--- src/rtl/core/speck_cbc_cipher_with_cbc_mac_macros.svh ---
// ----------------------------------------------------------------------------
// Assertion macros for the Speck CBC cipher with CBC-MAC
// Both macros expect clk and rst_n in the scope where they are used.
// ----------------------------------------------------------------------------
`ifndef SPECK_CBC_CIPHER_WITH_CBC_MAC_MACROS_SVH
`define SPECK_CBC_CIPHER_WITH_CBC_MAC_MACROS_SVH

// The consequent must hold in the same cycle as the antecedent.
`define SCMAC_ASSERT_SAME(lbl, ante, cons) \
  lbl: assert property (@(posedge clk) disable iff (!rst_n) (ante) |-> (cons)) \
    else $error("scmac: same-cycle check failed");

// The consequent must hold in the cycle after the antecedent.
`define SCMAC_ASSERT_NEXT(lbl, ante, cons) \
  lbl: assert property (@(posedge clk) disable iff (!rst_n) (ante) |=> (cons)) \
    else $error("scmac: next-cycle check failed");

`endif

--- src/rtl/core/scmac_ram.sv ---
// ----------------------------------------------------------------------------
// scmac_ram
// Generic single-write, single-read RAM with a registered read port.
// ----------------------------------------------------------------------------
module scmac_ram #(
  parameter int WIDTH = 64,
  parameter int DEPTH = 32
) (
  input  logic                                clk,
  input  logic                                we,
  input  logic [(DEPTH > 1 ? $clog2(DEPTH) : 1)-1:0] waddr,
  input  logic [WIDTH-1:0]                    wdata,
  input  logic [(DEPTH > 1 ? $clog2(DEPTH) : 1)-1:0] raddr,
  output logic [WIDTH-1:0]                    rdata
);
  logic [WIDTH-1:0] mem [DEPTH];

  always_ff @(posedge clk) begin
    if (we) begin
      mem[waddr] <= wdata;
    end
    rdata <= mem[raddr];
  end
endmodule

--- config.mk ---
export PLATFORM = sky130hd
export DESIGN_NAME = scmac_ram
export DESIGN_NICKNAME = d
export VERILOG_FILES = /design/src/rtl/core/speck_cbc_cipher_with_cbc_mac_macros.svh /design/src/rtl/core/scmac_ram.sv
export SDC_FILE = /design/constraint.sdc
export NUM_CORES = 2
export LEC_CHECK = 0
export BUFFER_PORTS_ARGS = -buffer_cell sky130_fd_sc_hd__buf_2
export CAP_MARGIN = 20
export CORE_ASPECT_RATIO = 2
export CORE_UTILIZATION = 30
export DETAILED_ROUTE_END_ITERATION = 16
export GPL_TIMING_DRIVEN = 1
export PLACE_DENSITY = 0.54
export SLEW_MARGIN = 20
export SYNTH_ARGS = -nofsm -noshare
export SYNTH_HDL_FRONTEND = slang
export SYNTH_SLANG_ARGS = --single-unit
--- constraint.sdc ---
create_clock -name clk -period 8.01 [get_ports clk]
set_clock_uncertainty 0.2 [all_clocks]
set_input_delay 0.4005 -clock clk [delete_from_list [all_inputs] [get_ports clk]]
set_output_delay 0.4005 -clock clk [all_outputs]
set_load 0.01 [all_outputs]
==> metrics.yaml <==
status:
  status: "finished with violations"
  violations: "design-rule violations"
floorplanning:
  dieArea_um2: 265000
  core_area_um2: 262000
  die_width_um: 365
  ios: 140
  rows: 266
  start_util_pct: 30.1
  die_h_um: 728
global_routing:
  grt_pass1_vias: 37200
  grt_pass1_wl_um: 290000
  grt_overflow: 0
  grt_antenna_before_repair: 32
  grt_max_degree: 126
  grt_usage_pct: 15.7
clock_network:
  worst_skew_pair.late_latency_ps: 840
  post_cts_buffers: 0
  cts_tree: "built"
  clock_path_buffers: 4
  cts_root_buf: "clkbuf_16"
  cts.sinks: 2112
  numCtsBuffers: 171
  clkTransAtPathRegs_ps: 70
  cts_max_level: 4
finish:
  final_nets: 3479
  design_area_um2: 90400
  fillers: 24000
  drive_above_1_share_pct: 33.0
  multi_input_area_um2: 15700
  area_growth_pct: 14.5
  regArea_um2: 62800
sta:
  setup_violations: 0
  max_clock_freq_ghz: 0.331
  tns_ps: 0
  rsz0062_at_grt: "no"
  worst_slack_ps: 4990
  worstMarginPinSlew_ps: 1130
  fin_crit_sh_pct: 37.7
  min_period_ps: 3020
  timing.slew.headroom_pct: 24.6
  slew_viol_final: 0
  finalHoldViolCount: 0
routing:
  avgViaCountPerCell: 4.96
  wire_per_inst_um: 29.6
  num_vias: 34900
  drt-initial-drc-count: 3126
  first_pass_iters: 11
  drc: 2
  wl_um: 208000
  ant_nets: 0
setup_path:
  reg2reg_slack_ps: 6020
  r2r_cells: 3
  arrival_ps: 3500
  worstPathCellList: "buf_8 > buf_16 > buf_12 > mux4_2 > mux4_2 > mux2_2"
  critPathKind: "in -> reg"
  r2r_start: "mem[31][39]"
  cp_slowest_cell: "buf_12"
  critPathRequiredTime_ps: 8490
  crit_fanout: 109
  cpMostUsedCell: "mux4_2"
  end_kind: "register"
  cp.buffers_inverters: 3
  cpPeakStageDelay_ps: 700
  critPathTopFamily: "buffers and inverters"
  start_kind: "primary input"
  timing.rr.end: "rdata[39]"
yosys:
  syn_nets: 3173
  ys_seq_elements: 2112
  synth-main-ff-cell: "edfxtp_1"
  synthCells: 3097
  synth_area_um2: 79000
  yosys.area_share.adder_pct: 0
  yosys_warnings: 0
  synthArstFlopShare_pct: 0
  synth_compound_gate_area_share_pct: 0.466
  synth_top_family_by_area: "multiplexers"
  synth-simple-area-share_pct: 0.379
  yosysSeqAreaShare_pct: 79.5
  syn_area_per_cell_um2: 25.5
  synth_edf_count: 2048
  synthXorXnorAreaFrac_pct: 0
  yosysUniqueCellTypes: 31
  muxShareOfSynthArea_pct: 18.7
worst_hold_path:
  hp-start: "raddr[4]"
  hp-class: "in -> reg"
  whs_path_depth: 3
  min_delay_worst_endpoint: "rdata[57]"
pwr:
  vdd_ir_drop_max_mv: 0.187
  p_per_area_nw_per_um2: 240
  leakage_nw: 27.4
place:
  dp_slack_ps: 4050
  gp_congestion: 0.704
  port_buffers: 139
  dp.final_hpwl_um: 98400
  place_area_um2: 84400
job:
  maxCapViolCount: 0
-- how the worst max path moves through the flow --
stage | from | to | slack [ps] | cells after the start
floorplan | waddr[1] | mem[12][0] | 3590 | 3
global placement | raddr[0] | rdata[28] | 4060 | 5
detailed placement | raddr[0] | rdata[28] | 4050 | 5
CTS | raddr[0] | rdata[28] | 4920 | 5
global route | raddr[0] | rdata[2] | 4780 | 6
finish | raddr[0] | rdata[2] | 4990 | 6
-- cell families after synthesis --
logic type	Yosys count
muxes	714
buffers and inverters	157
AOI/OAI and AO/OA	50
and+or+nand+nor	64
DFF	2112
-- repair_timing --
action	4_1_cts	5_1_grt
hold buffers	64	0
endpoints found under the hold margin	2048	0
resized for setup	0	0
-- cell usage in the layout, fill, tap and decap left out, types with 5 or more instances in the layout --
cell / synthesis / routed
a221oi_1: 12 / 12
buf_12: 0 / 12
buf_2: 65 / 134
buf_4: 14 / 72
bufinv_16: 0 / 8
clkbuf_1: 55 / 48
clkbuf_16: 0 / 175
clkbuf_8: 0 / 18
clkinv_1: 0 / 26
clkinv_2: 0 / 21
dfxtp_1: 64 / 64
diode_2: 0 / 13
dlygate4sd3_1: 0 / 64
edfxtp_1: 2048 / 2048
mux2_2: 74 / 74
mux2i_1: 38 / 38
mux4_2: 602 / 602
nand3b_1: 5 / 5
nor2_1: 41 / 9
nor2_4: 0 / 32
o21ai_0: 9 / 9
o22ai_1: 10 / 10
-- cells in the mapped netlist (4+ instances only) --
library cell / count / share of area [%]
o21ai_0: 9 / 0.057
edfxtp_1: 2048 / 78
clkbuf_1: 55 / 0.26
a221oi_1: 12 / 0.13
nor2_1: 41 / 0.19
buf_2: 65 / 0.41
buf_4: 14 / 0.13
mux4_2: 602 / 17
o22ai_1: 10 / 0.079
mux2_2: 74 / 1.1
nand3b_1: 5 / 0.048
mux2i_1: 38 / 0.48
nor2b_1: 4 / 0.032
dfxtp_1: 64 / 1.6
buf_1: 19 / 0.090
-- per-stage QoR --
step	utilization (%)	power [W]	hold WS [ps]	cells
global placement	32.2	0.0137	582	6645
finish	34.5	0.0217	108	7033
floorplan	-	0.0132	299	3097
global route	34.5	0.0224	84.6	7030
CTS	34.5	0.0220	23.9	7019
detailed placement	32.2	0.0137	580	6649
-- flip-flops by register name, indices dropped and copies added, names as in the netlist --
register and count:
rdata 64, mem 2048
-- power breakdown --
group / switching [W] / internal (W)
Combinational: 0.000618 / 0.000477
Sequential: 0.0000713 / 0.0123
Clock: 0.00385 / 0.00445
-- metal layers --
| layer | up-vias | track usage, % | part of all wire, % |
|---|---|---|---|
| met4 | 20 | 4.61 | 2.7 |
| met2 | 1014 | 28.1 | 54 |
| met3 | 305 | 2.02 | 4.9 |
| met1 | 19500 | 19.5 | 39 |
| met5 | - | 0 | 0.056 |
| li1 | 14000 | - | - |
-- area by class of cell --
type / count / share of cell area, %
Inverter: 1 / 0.00415
Timing Repair Buffer: 289 / 2.45
Sequential cell: 2112 / 69.4
Multi-Input combinational cell: 828 / 17.3
Tap cell: 3484 / 4.82
Clock inverter: 66 / 0.591
Antenna cell: 13 / 0.0360
Clock buffer: 240 / 5.30
-- tightest hold or removal path, cell delays in order --
cell and delay (ps):
buf_6 230, mux4_2 290, mux2_2 140
No activity file was read; power rests on OpenSTA's default activity.
